<file path="src/rtl/ppgq_pkg.sv">
package ppgq_pkg;

  localparam int unsigned PeriodW = 16;
  localparam int unsigned CountW  = 2;

  // Suspect captures kept before the stored maximum is installed
  localparam logic [CountW-1:0] SUSPECT_LIMIT = 2'd3;

  // Register indexes on the configuration port
  localparam logic CFG_MIN_PERIOD   = 1'b0;
  localparam logic CFG_START_PERIOD = 1'b1;

  // Item kinds
  localparam logic MODE_CAPTURE  = 1'b0;
  localparam logic MODE_OVERFLOW = 1'b1;

  localparam logic [PeriodW-1:0] MIN_PERIOD_RST   = 16'h0000;
  localparam logic [PeriodW-1:0] START_PERIOD_RST = 16'hFFFF;

  typedef struct packed {
    logic [PeriodW-1:0] min_period;
    logic [PeriodW-1:0] start_period;
  } cfg_t;

  typedef struct packed {
    logic               armed;
    logic [PeriodW-1:0] accepted;
    logic [PeriodW-1:0] suspect_max;
    logic [CountW-1:0]  suspect_count;
  } qual_state_t;

endpackage

</file>
<file path="src/rtl/ppgq_cfg_regs.sv">
module ppgq_cfg_regs (
  input  logic                           clk_i,
  input  logic                           rst_ni,
  input  logic                           cfg_valid_i,
  output logic                           cfg_ready_o,
  input  logic                           cfg_idx_i,
  input  logic [ppgq_pkg::PeriodW-1:0]   cfg_data_i,
  output ppgq_pkg::cfg_t                 cfg_o
);

  ppgq_pkg::cfg_t cfg_q;

  // The port accepts every write, so it never stalls
  assign cfg_ready_o = 1'b1;

  // Decode the register index and store the beat
  always_ff @(posedge clk_i or negedge rst_ni) begin
    if (!rst_ni) begin
      cfg_q.min_period   <= ppgq_pkg::MIN_PERIOD_RST;
      cfg_q.start_period <= ppgq_pkg::START_PERIOD_RST;
    end else if (cfg_valid_i) begin
      unique case (cfg_idx_i)
        ppgq_pkg::CFG_MIN_PERIOD:   cfg_q.min_period   <= cfg_data_i;
        ppgq_pkg::CFG_START_PERIOD: cfg_q.start_period <= cfg_data_i;
        default: ;
      endcase
    end
  end

  assign cfg_o = cfg_q;

endmodule

</file>
<file path="src/rtl/ppgq_core.sv">
module ppgq_core (
  input  logic                           clk_i,
  input  logic                           rst_ni,
  input  logic                           step_i,
  input  logic                           mode_i,
  input  logic [ppgq_pkg::PeriodW-1:0]   captured_i,
  input  ppgq_pkg::cfg_t                 cfg_i,
  output ppgq_pkg::qual_state_t          state_d_o
);

  ppgq_pkg::qual_state_t st_q, st_d;
  logic [ppgq_pkg::PeriodW-1:0] drop;
  logic [ppgq_pkg::PeriodW-1:0] half;

  assign drop = st_q.accepted - captured_i;
  assign half = {1'b0, st_q.accepted[ppgq_pkg::PeriodW-1:1]};

  // Qualify one capture with suspect tracking; an overflow disarms
  always_comb begin
    st_d = st_q;
    if (mode_i == ppgq_pkg::MODE_OVERFLOW) begin
      st_d.accepted = '0;
      st_d.armed    = 1'b0;
    end else if (!st_q.armed) begin
      st_d.accepted      = cfg_i.start_period;
      st_d.armed         = 1'b1;
      st_d.suspect_max   = '0;
      st_d.suspect_count = '0;
    end else if (captured_i <= cfg_i.min_period) begin
      // Glitch: keep the period, drop the suspects
      st_d.suspect_max   = '0;
      st_d.suspect_count = '0;
    end else if (captured_i < st_q.accepted && drop >= half) begin
      // Sharp drop
      if (st_q.suspect_count < ppgq_pkg::SUSPECT_LIMIT) begin
        if (captured_i > st_q.suspect_max) begin
          st_d.suspect_max = captured_i;
        end
        st_d.suspect_count = st_q.suspect_count + 1'b1;
      end else begin
        st_d.accepted      = st_q.suspect_max;
        st_d.suspect_max   = '0;
        st_d.suspect_count = '0;
      end
    end else begin
      // Mild drop or no drop: accept the capture
      st_d.accepted      = captured_i;
      st_d.suspect_max   = '0;
      st_d.suspect_count = '0;
    end
  end

  // Advance the state once per item
  always_ff @(posedge clk_i or negedge rst_ni) begin
    if (!rst_ni) begin
      st_q <= '0;
    end else if (step_i) begin
      st_q <= st_d;
    end
  end

  assign state_d_o = st_d;

endmodule

</file>
<file path="src/rtl/pulse_period_glitch_qualifier.sv">
// Channel | Handshake             | Beat contents
// in      | in_valid_i/in_ready_o | mode_i, captured_i
// out     | out_valid_o/out_ready_i | period_o, armed_o
// cfg     | cfg_valid_i/cfg_ready_o | cfg_idx_i, cfg_data_i
//
// Each item passes through the input register and then the result register on its
// way from input beat to result beat. One item per cycle is sustained while results
// are taken, with the qualify update between the two registers.
// Reset clears the state, the valid flags and loads the register defaults.
// A held result stalls the input register, and then the input channel.
module pulse_period_glitch_qualifier (
  input  logic                           clk_i,
  input  logic                           rst_ni,
  input  logic                           in_valid_i,
  output logic                           in_ready_o,
  input  logic                           mode_i,
  input  logic [ppgq_pkg::PeriodW-1:0]   captured_i,
  output logic                           out_valid_o,
  input  logic                           out_ready_i,
  output logic [ppgq_pkg::PeriodW-1:0]   period_o,
  output logic                           armed_o,
  input  logic                           cfg_valid_i,
  output logic                           cfg_ready_o,
  input  logic                           cfg_idx_i,
  input  logic [ppgq_pkg::PeriodW-1:0]   cfg_data_i
);

  ppgq_pkg::cfg_t        cfg;
  ppgq_pkg::qual_state_t st_d;

  logic                         in_vld_q;
  logic                         mode_q;
  logic [ppgq_pkg::PeriodW-1:0] cap_q;
  logic                         out_vld_q;
  logic [ppgq_pkg::PeriodW-1:0] period_q;
  logic                         armed_q;
  logic                         advance;

  ppgq_cfg_regs u_cfg (
    .clk_i       (clk_i),
    .rst_ni      (rst_ni),
    .cfg_valid_i (cfg_valid_i),
    .cfg_ready_o (cfg_ready_o),
    .cfg_idx_i   (cfg_idx_i),
    .cfg_data_i  (cfg_data_i),
    .cfg_o       (cfg)
  );

  // Move an item to the result register when that register is free or its beat is being taken
  assign advance    = in_vld_q && (!out_vld_q || out_ready_i);
  assign in_ready_o = !in_vld_q || advance;

  ppgq_core u_core (
    .clk_i      (clk_i),
    .rst_ni     (rst_ni),
    .step_i     (advance),
    .mode_i     (mode_q),
    .captured_i (cap_q),
    .cfg_i      (cfg),
    .state_d_o  (st_d)
  );

  // Valid flags
  always_ff @(posedge clk_i or negedge rst_ni) begin
    if (!rst_ni) begin
      in_vld_q  <= 1'b0;
      out_vld_q <= 1'b0;
    end else begin
      if (in_ready_o) begin
        in_vld_q <= in_valid_i;
      end
      if (advance) begin
        out_vld_q <= 1'b1;
      end else if (out_ready_i) begin
        out_vld_q <= 1'b0;
      end
    end
  end

  // Hold the input beat
  always_ff @(posedge clk_i) begin
    if (in_valid_i && in_ready_o) begin
      mode_q <= mode_i;
      cap_q  <= captured_i;
    end
  end

  // Capture the result beat
  always_ff @(posedge clk_i) begin
    if (advance) begin
      period_q <= st_d.accepted;
      armed_q  <= st_d.armed;
    end
  end

  assign out_valid_o = out_vld_q;
  assign period_o    = period_q;
  assign armed_o     = armed_q;

endmodule

</file>
<file path="config.mk">
export PLATFORM = sky130hd
export DESIGN_NAME = pulse_period_glitch_qualifier
export DESIGN_NICKNAME = d
export VERILOG_FILES = /design/src/rtl/ppgq_pkg.sv /design/src/rtl/ppgq_cfg_regs.sv /design/src/rtl/ppgq_core.sv /design/src/rtl/pulse_period_glitch_qualifier.sv
export SDC_FILE = /design/constraint.sdc
export NUM_CORES = 1
export LEC_CHECK = 0
export ABC_AREA = 1
export BUFFER_PORTS_ARGS = -buffer_cell sky130_fd_sc_hd__buf_2
export CORE_ASPECT_RATIO = 2
export CORE_UTILIZATION = 45
export CTS_BUF_LIST = sky130_fd_sc_hd__clkbuf_8
export CTS_CLUSTER_DIAMETER = 40
export DETAILED_ROUTE_END_ITERATION = 12
export GPL_TIMING_DRIVEN = 0
export PLACE_DENSITY = 0.64
export SLEW_MARGIN = 20
export SYNTH_ARGS = -nofsm -noshare
export SYNTH_HDL_FRONTEND = slang
export SYNTH_SLANG_ARGS = --single-unit
export TNS_END_PERCENT = 20
</file>
<file path="constraint.sdc">
create_clock -name clk_i -period 3.7 [get_ports clk_i]
set_clock_uncertainty 0.2 [all_clocks]
set_input_delay 0.555 -clock clk_i [delete_from_list [all_inputs] [get_ports clk_i]]
set_output_delay 0.555 -clock clk_i [all_outputs]
set_load 0.05 [all_outputs]
</file>
# Word-level counts from Yosys, hierarchy flattened
# Cells that the tools add are included.
# Widths: inputs -> output; s select.
dict set report word_totals {
  romBits 0
  inputBits 39
  n_memories 0
  ff_bits 103
  mem_bits_rw 0
  elab_cells 44
  out_inout_bits 20
  latch_bits 0
}
dict set report classes {
  shift 0
  magnitude_cmp 5
  n_reduce_logical 12
  div 0
  mux 10
  n_mul 0
  bitwise_logic 2
  n_eq_ne 1
  addsub 2
}
# op count
set ops {}
lappend ops {{$mux 34} 2}
lappend ops {{$mux 16} 3}
lappend ops {{$mux 18} 2}
lappend ops {{$mux 17} 1}
lappend ops {{$ge 16x15->1} 1}
lappend ops {{$gt 16x16->1} 1}
lappend ops {{$le 16x16->1} 1}
lappend ops {{$lt 16x16->1} 1}
lappend ops {{$sub 16x16->16} 1}
lappend ops {{$reduce_and 2->1} 3}
lappend ops {{$ne 5x5->1 const B} 1}
lappend ops {{$logic_and 1x1->1} 3}
lappend ops {{$reduce_and 3->1} 1}
lappend ops {{$add 2x1->2 const B} 1}
lappend ops {{$logic_not 1->1} 2}
lappend ops {{$logic_or 1x1->1} 2}
lappend ops {{$lt 2x2->1 const B} 1}
lappend ops {{$mux 1} 2}
lappend ops {{$not 1->1} 2}
lappend ops {{$reduce_bool 2->1} 1}

# Depth between registers and ports, before layout
# Gate-level depths: netlist (run 1).
dict set report depth {
  word_depth 7
  ltp_mapped 27
  mapped_depth_nobuf 26
}

# Hierarchy
# A second synthesis (run 1) with hierarchy kept.
dict set report unflattened {
  cells_unflattened 932
  area_unflattened_um2 7138.1
}
# module instances area_per_inst_um2 seq_area_each_um2 cells_per_inst
set modules_own_cells {}
lappend modules_own_cells {ppgq_core 1 4670.7 875.8 744}
lappend modules_own_cells {ppgq_cfg_regs 1 1351.3 820.8 142}
lappend modules_own_cells {pulse_period_glitch_qualifier 1 1116.1 1071.0 46}

# Least setup slack after synthesis (run 1)
# Ideal clock, no wire load.
dict set report synth_path {
  path_type {reg2reg}
  from {register cap_q[0] (netlist name)}
  to {register period_q, in the netlist period_o[10] (data pin)}
  stages_incl_launch_ff 23
  slack_ns 0.236
  setup_ns 0.268
  t_required_ns 3.232
  path_buffers 1
  t_arrival_ns 2.996
  period_less_slack_ns 3.464
  cell_sequence {edfxtp_1 -> ha_1 -> fa_1 -> nand3b_1 -> nand2_1 -> a21oi_2 -> o21bai_4 -> nand3_1 -> nand2_1 -> xor2_1 -> ha_1 -> nand3_1 -> inv_1 -> nand3_1 -> nor2_1 -> nand2_1 -> nand2_4 -> nand2_4 -> buf_4 -> nand2_1 -> nand3_1 -> nand2_1 -> a21boi_0}
}
# element line_no
set synth_rtl {}
lappend synth_rtl {{start, declared} pulse_period_glitch_qualifier.sv:33} ;# logic [ppgq_pkg::PeriodW-1:0] cap_q;
lappend synth_rtl {{start signal, assigned} pulse_period_glitch_qualifier.sv:84} ;# cap_q <= captured_i;
lappend synth_rtl {{end signal, assigned} pulse_period_glitch_qualifier.sv:91} ;# period_q <= st_d.accepted;
lappend synth_rtl {{end, declared} pulse_period_glitch_qualifier.sv:35} ;# logic [ppgq_pkg::PeriodW-1:0] period_q;

# Worst setup path after layout (run 1)
dict set report layout_path {
  from {register cap_q[0] (netlist name)}
  to {register u_core.st_q[3] (netlist name)}
}
dict set report layout_via {
  elab_chain_cells 6
  word_cells_on_any_way 11
  cone_classes {1 x add/sub; 4 x order compare; 1 x eq/ne; 3 x mux; 2 x reduce/logical}
}
# element line_no
set layout_rtl {}
lappend layout_rtl {{$sub 16x16->16} ppgq_core.sv:15} ;# assign drop = st_q.accepted - captured_i;
lappend layout_rtl {{$ge 16x15->1} ppgq_core.sv:33} ;# end else if (captured_i < st_q.accepted && drop >= half) begin
lappend layout_rtl {{$logic_and 1x1->1} ppgq_core.sv:33}
lappend layout_rtl {{$mux 34} ppgq_core.sv:33}
lappend layout_rtl {{$mux 18} ppgq_core.sv:29} ;# end else if (captured_i <= cfg_i.min_period) begin
lappend layout_rtl {{$mux 34} ppgq_core.sv:24} ;# end else if (!st_q.armed) begin
lappend layout_rtl {{end signal, assigned} ppgq_core.sv:58} ;# st_q <= st_d;
lappend layout_rtl {{end, declared} ppgq_core.sv:11} ;# ppgq_pkg::qual_state_t st_q, st_d;
# Parallel ways exist; a longest one is shown, timed or not.
# A chain may end at the register's enable or synchronous reset.

==> impl_metrics.py, run 1 <==
metrics = {
    "setup_path": {
        "worstReg2RegEnd": "u_core.st_q[3]$_DFFE_PN0P_",
        "timing.critical_path.depth": 20,
        "ff2ff_path_depth": 20,
        "path_class": "flop to flop",
        "startpoint": "cap_q[0]$_DFFE_PP_",
        "reg2reg_slack_ns": -0.17,
        "critical-path-top-delay-family": "simple AND/OR/NAND/NOR gates",
        "cp-endpoint": "u_core.st_q[3]$_DFFE_PN0P_",
        "crit_path_start_kind": "flop",
        "worstPathArrival_ns": 3.96,
        "crit_path_cell_trace": "ha_2 > fa_2 > nand3b_1 > nand2_2 > a21oi_4 > o21bai_4 > nand3_2 > nand2_2 > xor2_1 > ha_1 > nand3_2 > o211ai_1 > inv_1 > nand2_4 > nand2_8 > nor2_8 > nand3_4 > nand2_8 > clkbuf_16 > o21ai_2",
        "required_ns": 3.79,
        "cp_num_buf_inv": 2,
        "critPathMaxFanout": 7,
        "cp-end-kind": "flop",
        "r2r_start": "cap_q[0]$_DFFE_PP_",
        "cpPeakStageDelay_ns": 0.49,
        "cp_slowest_cell": "edfxtp_1",
    },
    "floorplanning": {
        "core_um2": 14500,
        "die_y_um": 175,
        "dieArea_um2": 15500,
        "initial_core_util_pct": 46.3,
        "fp.dieW_um": 88.4,
        "io-pin-count": 59,
        "num_rows": 62,
    },
    "cells_and_area": {
        "fin_cells": 1137,
        "area_growth_pct": 21.8,
        "diodes": 0,
        "layout.nets": 1044,
        "fill_cells": 1403,
        "final_layout_size_suffix_gt1_share_pct": 25.6,
    },
    "synth": {
        "ys.warnings.count": 0,
        "syn_area_um2": 6720,
        "ys_seq_area_share_pct": 41.2,
        "synth-edff-count": 34,
        "synth_cell_types": 45,
        "synth_most_common_cell": "nand2_1",
        "synthTopCellsByCount": "nand2_1, inv_1, nand3_1",
        "synth_flop_cell": "dfrtp_1",
        "synthTopCellsByArea": "dfrtp_1, edfxtp_1, nand2_1",
        "syn_nets": 941,
        "synth-async-reset-ratio_pct": 67.0,
        "syn_avg_cell_area_um2": 8.03,
        "synth_cells": 837,
        "yosys.area.top_type_share_pct": 19.7,
        "yosys.area.top_type": "dfrtp_1",
        "ys_seq_elements": 103,
    },
    "grt": {
        "grt_usage_pct": 27.7,
        "grt_start_max_net_pins": 55,
        "grt_pass1_vias": 5810,
        "grt_first_pass_wirelength_mm": 30.5,
        "use_met1_pct": 27.7,
        "use_met3_pct": 3.78,
        "antenna_found_initial": 0,
        "grt_remaining_overflow": 0,
        "met2_usage_pct": 49.7,
        "top_usage_layer": "met2",
    },
    "timing": {
        "setup_ws_ns": -0.169,
        "maxSlewHeadroom_pct": 46.6,
        "period_needed_ns": 3.87,
        "finalCritPeriodShare_pct": 105,
        "finalHoldViolations": 0,
        "rsz0062_at_grt": "yes",
        "slew_violations": 0,
        "worst_pin_slew_ns": 0.801,
        "max_freq_mhz": 258,
        "finalSetupViolCount": 50,
    },
    "clock_tree": {
        "cts-buffers-inserted": 9,
        "insertion_delay_ns": 0.40,
        "path_clk_slew_ns": 0.10,
        "cts_htree_levels": 3,
        "cts_root_buffer": "clkbuf_8",
        "cts_tree": "yes",
        "cts_buffer_depth": 2,
        "clock_sinks": 103,
    },
    "power": {
        "finalPower_mw": 4.90,
        "switchingPower_mw": 2.23,
        "p_leak_nw": 3.87,
        "seq_power_share_pct": 31.7,
        "combPwrFrac_pct": 54.8,
        "ir_drop_v": 0.000309,
        "p_per_area_nw_per_um2": 599,
        "switching_share_pct": 45.5,
        "clkPwrFrac_pct": 13.5,
        "intPower_mw": 2.67,
    },
    "routing": {
        "wl_per_cell_um": 18.0,
        "drtPass1Iterations": 5,
        "wl_mm": 20.4,
        "num_vias": 5965,
        "antenna_left": 0,
        "drtIter0Drc": 333,
        "via_per_inst": 5.25,
        "drc": 0,
    },
    "outcome": {
        "status": "finished, violations left",
        "violations": "negative setup slack",
    },
    "placement": {
        "hpwl_mm": 15.0,
        "gp_congestion": 0.884,
        "dp_cells": 1087,
        "io_buffers": 57,
        "place_ws_ns": -0.466,
    },
    "run": {
        "max_cap_violations": 0,
    },
    "hold_path": {
        "hold_path_class": "input port to flop",
    },
}
## per-layer routing
layer / vias up / part of all wire [%]
li1: 2937 / -
met1: 2800 / 35
met2: 162 / 54
met3: 66 / 3.4
met4: 0 / 7.7
met5: - / 0
## timing repair
item,in CTS,in global routing
pin swaps,15,28
hold buffers,1,0
endpoints found under the hold margin,15,0
setup endpoints to repair,50,50
cloned,2,2
setup buffers,11,18
resized for setup,59,60
## final cells by class
class                           count  area (um^2)  share of cell area, %
Inverter                          111          417                   5.09
Tap cell                          192          240                   2.93
Sequential cell                   103         2770                   33.8
Timing Repair Buffer               91          617                   7.53
Clock buffer                        9          124                   1.51
Buffer                             29          173                   2.11
Multi-Input combinational cell    595         3800                   46.4
Clock inverter                      7         47.5                  0.581
## flip-flops by register name, summed over array words and instances (netlist names)
register,count
u_core.st_q,20
out_valid_o,1
cap_q,16
u_cfg.cfg_o,32
armed_o,1
period_o,16
in_vld_q,1
u_core.half,15
mode_q,1
## logic make-up after synthesis
kind of cell / after synthesis / synth area share (%)
and+or+nand+nor: 377 / 23.7
buffers and inverters: 140 / 8.41
AOI/OAI and AO/OA: 138 / 12.8
DFF: 103 / 41.2
adders and majority gates: 65 / 12.2
xor gates and xnor gates: 13 / 1.69
other: 1 / 0.0558
## worst min-delay path by stage
stage	slack [ns]	from	end	depth (start not counted)
after floorplan	0.06	rst_ni	in_vld_q$_DFFE_PN0N_	0
after global placement	0.27	u_core.st_q[18]$_DFFE_PN0P_	u_core.st_q[18]$_DFFE_PN0P_	2
after detailed placement	0.25	rst_ni	u_core.st_q[5]$_DFFE_PN0P_	1
after CTS	0.11	captured_i[12]	cap_q[12]$_DFFE_PP_	1
after global routing	0.12	captured_i[12]	cap_q[12]$_DFFE_PP_	1
final	0.13	captured_i[12]	cap_q[12]$_DFFE_PP_	1
## metrics by stage
step / cell area, um^2 / util (%) / hold WS (ns) / TNS (ns)
after floorplan: 6720 / - / 0.0594 / 0
after global placement: 7250 / 50.0 / 0.267 / -14.17
after detailed placement: 7280 / 50.2 / 0.246 / -15.94
after CTS: 7750 / 53.4 / 0.114 / -5.57
after global routing: 8190 / 56.5 / 0.117 / -12.37
final: 8190 / 56.5 / 0.126 / -6.17
## power by group through the flow
| stage | clock network, mW | registers, mW | logic (mW) |
|---|---|---|---|
| finish | 0.664 | 1.55 | 2.69 |
| global route | 0.721 | 1.57 | 2.95 |
| CTS | 0.676 | 1.55 | 2.44 |
| detailed placement | 0 | 1.57 | 2.14 |
| global placement | 0 | 1.57 | 2.09 |
| floorplan | 0 | 1.62 | 1.49 |
## worst register-to-register path, cell delays in order, from the launching register on
cell and delay [ns]:
edfxtp_1 0.49, ha_2 0.25, fa_2 0.36, nand3b_1 0.17, nand2_2 0.11, a21oi_4 0.08
o21bai_4 0.16, nand3_2 0.09, nand2_2 0.07, xor2_1 0.06, ha_1 0.32, nand3_2 0.11
o211ai_1 0.26, inv_1 0.11, nand2_4 0.12, nand2_8 0.09, nor2_8 0.19, nand3_4 0.12
nand2_8 0.15, clkbuf_16 0.17, o21ai_2 0.06
## cells in the final DEF (no fill, tap or decap), types with 3 or more instances in the layout
master,count
a21boi_1,7
a21boi_2,8
a21oi_1,26
a21oi_2,5
buf_1,4
buf_2,57
buf_4,32
buf_8,3
clkbuf_1,16
clkbuf_8,9
clkinv_1,3
dfrtp_1,53
dfstp_2,16
edfxtp_1,34
ha_1,54
ha_2,3
ha_4,7
inv_1,108
nand2_1,200
nand2_2,36
nand2_4,7
nand3_1,58
nand3_2,15
nand3_4,3
nand4_1,3
nor2_1,46
o21ai_0,54
o21ai_1,3
o21ai_2,16
xnor2_1,6
xor2_1,7
No activity file was read; power rests on OpenSTA's default activity.
==> run 2: changes to the inputs <==
SYNTH_HIERARCHICAL = 1   (was unset)
==> run 2 against run 1 <==
The flow now finishes without violations. Register-to-register slack improved by 0.17 ns. Critical path depth increased by 1. Sequential cell count unchanged. Via count increased by 7.4%. Non-clock buffer count decreased by 2. Total power decreased by 17%. Setup slack improved by 0.17 ns. Combinational power decreased by 29%.
==> impl_metrics.py, run 2 <==
metrics = {
    "timing": {
        "maxSlewHeadroom_pct": 55.0,
        "setup_ws_ns": 0.00292,
        "finalHoldViolations": 0,
        "slew_violations": 0,
        "max_freq_mhz": 270,
        "finalSetupViolCount": 0,
        "finalCritPeriodShare_pct": 99.9,
        "rsz0062_at_grt": "yes",
        "worst_pin_slew_ns": 0.674,
        "period_needed_ns": 3.70,
    },
    "cells_and_area": {
        "diodes": 0,
        "layout.nets": 1107,
        "post-route-util_pct": 54.0,
        "layout_commonest_cell": "nand2_1",
        "mostFrequentLayoutCells": "nand2_1, inv_1, nand3_1",
        "final_layout_size_suffix_gt1_share_pct": 21.9,
        "fin_cells": 1206,
        "largest_register_ffs": 32,
        "area_growth_pct": 17.2,
    },
    "grt": {
        "grt_remaining_overflow": 0,
        "antenna_found_initial": 0,
        "grt_start_max_net_pins": 52,
        "grt_pass1_vias": 6331,
        "grt_usage_pct": 27.6,
        "grt_first_pass_wirelength_mm": 32.6,
    },
    "setup_path": {
        "crit_path_cell_trace": "ha_2 > fa_2 > o21ai_4 > a21oi_4 > o21bai_4 > nand3_2 > nand2_1 > xor2_1 > ha_1 > nand3_2 > inv_1 > nand3_1 > nor2_1 > nand2_1 > nand2_4 > nand2_4 > buf_12 > nand2_2 > nand3_1 > nand2_2 > a21boi_1",
        "crit_path_start_kind": "flop",
        "path_class": "flop to flop",
        "cp-end-kind": "flop",
        "critPathMaxFanout": 10,
        "worstPathArrival_ns": 3.62,
        "cpPeakStageDelay_ns": 0.48,
        "cp_slowest_cell": "edfxtp_1",
        "required_ns": 3.63,
    },
    "power": {
        "p_per_area_nw_per_um2": 494,
        "ir_drop_v": 0.000316,
        "p_leak_nw": 3.96,
    },
    "outcome": {
        "status": "completed",
    },
    "floorplanning": {
        "dieArea_um2": 16200,
        "fp.dieW_um": 90.5,
        "io-pin-count": 59,
        "num_rows": 64,
        "die_y_um": 179,
        "initial_core_util_pct": 46.1,
        "core_um2": 15300,
    },
    "run": {
        "max_cap_violations": 0,
    },
    "clock_tree": {
        "cts-buffers-inserted": 9,
        "cts_tree": "yes",
        "cts_buffer_depth": 2,
        "clock_sinks": 103,
        "cts_htree_levels": 3,
        "path_clk_slew_ns": 0.10,
        "cts_root_buffer": "clkbuf_8",
        "insertion_delay_ns": 0.39,
    },
    "placement": {
        "dp_cells": 1167,
        "place_ws_ns": -0.361,
        "hpwl_mm": 16.1,
        "io_buffers": 55,
        "gp_congestion": 0.894,
    },
    "routing": {
        "drtPass1Iterations": 6,
        "drc": 0,
        "wl_per_cell_um": 18.0,
        "num_vias": 6406,
        "wl_mm": 21.7,
        "antenna_left": 0,
        "via_per_inst": 5.31,
        "drtIter0Drc": 318,
    },
    "hold_path": {
        "hold_path_class": "input port to flop",
    },
    "synth": {
        "syn_nets": 1017,
        "syn_area_um2": 7040,
        "ys.warnings.count": 6,
        "synth_cells": 913,
        "syn_avg_cell_area_um2": 7.72,
    },
}
[run 2: routing by layer]
metal  routed length (um)  GRT usage [%]  part of all wire [%]
met3                  774           4.37                   3.6
met2                11400           51.9                    53
met1                 7290           24.3                    34
met4                 2210           26.8                    10
met5                    0              0                     0
[run 2: through the flow]
stage	TNS, ns	hold WS, ns	cell area, um^2	power, mW
CTS	0	0.106	8060	3.98
global placement	-12.76	0.250	7570	3.12
finish	0	0.132	8250	4.08
floorplan	0	0.0594	7040	2.69
detailed placement	-10.16	0.252	7610	3.16
global route	-4.27	0.115	8250	4.36
[run 2: layout make-up]
cell class	count	area (um^2)
Inverter	100	380
Timing Repair Buffer	79	480
Buffer	39	246
Sequential cell	103	2770
Clock inverter	7	65.1
Fill cell	1527	7040
Multi-Input combinational cell	671	3940
Clock buffer	9	124
Tap cell	198	248
[run 2: worst max-delay path: cells and delay by family, from the launching register on]
| kind | cells | cell delay (ns) |
|---|---|---|
| flip-flops | 1 | 0.48 |
| XOR/XNOR | 1 | 0.08 |
| buffers and inverters | 2 | 0.22 |
| AO/OA/AOI/OAI | 4 | 0.55 |
| AND/OR/NAND/NOR | 11 | 0.93 |
| adder cells (fa/ha/maj) | 3 | 0.96 |
[run 2: repair_timing]
action | 4_1_cts | 5_1_grt
endpoints found under the hold margin | 18 | 0
pin swaps | 7 | 15
hold buffers | 1 | 0
resized for setup | 31 | 34
setup buffers | 13 | 9
setup endpoints to repair | 50 | 49
[run 2: path summary, 6_finish.rpt]
path	startpoint	endpoint	slack, ns	depth (start not counted)
max in group asynchronous	rst_ni	u_cfg/cfg_o[10]$_DFFE_PN1P_	2.25	3
min reg2reg	u_cfg/cfg_o[10]$_DFFE_PN1P_	u_cfg/cfg_o[10]$_DFFE_PN1P_	0.26	2
max	cap_q[0]$_DFFE_PP_	period_o[11]$_DFFE_PP_	0.003	21
max reg2reg	cap_q[0]$_DFFE_PP_	period_o[11]$_DFFE_PP_	0.003	21
min in group asynchronous	rst_ni	u_core/st_q[8]$_DFFE_PN0P_	0.43	2
min	captured_i[9]	cap_q[9]$_DFFE_PP_	0.13	1
[run 2: report_power, final]
group	total, mW	internal, mW	switching, mW
Sequential	1.46	1.34	0.122
Combinational	1.92	0.714	1.20
Clock	0.703	0.308	0.395
Total	4.08	2.36	1.72
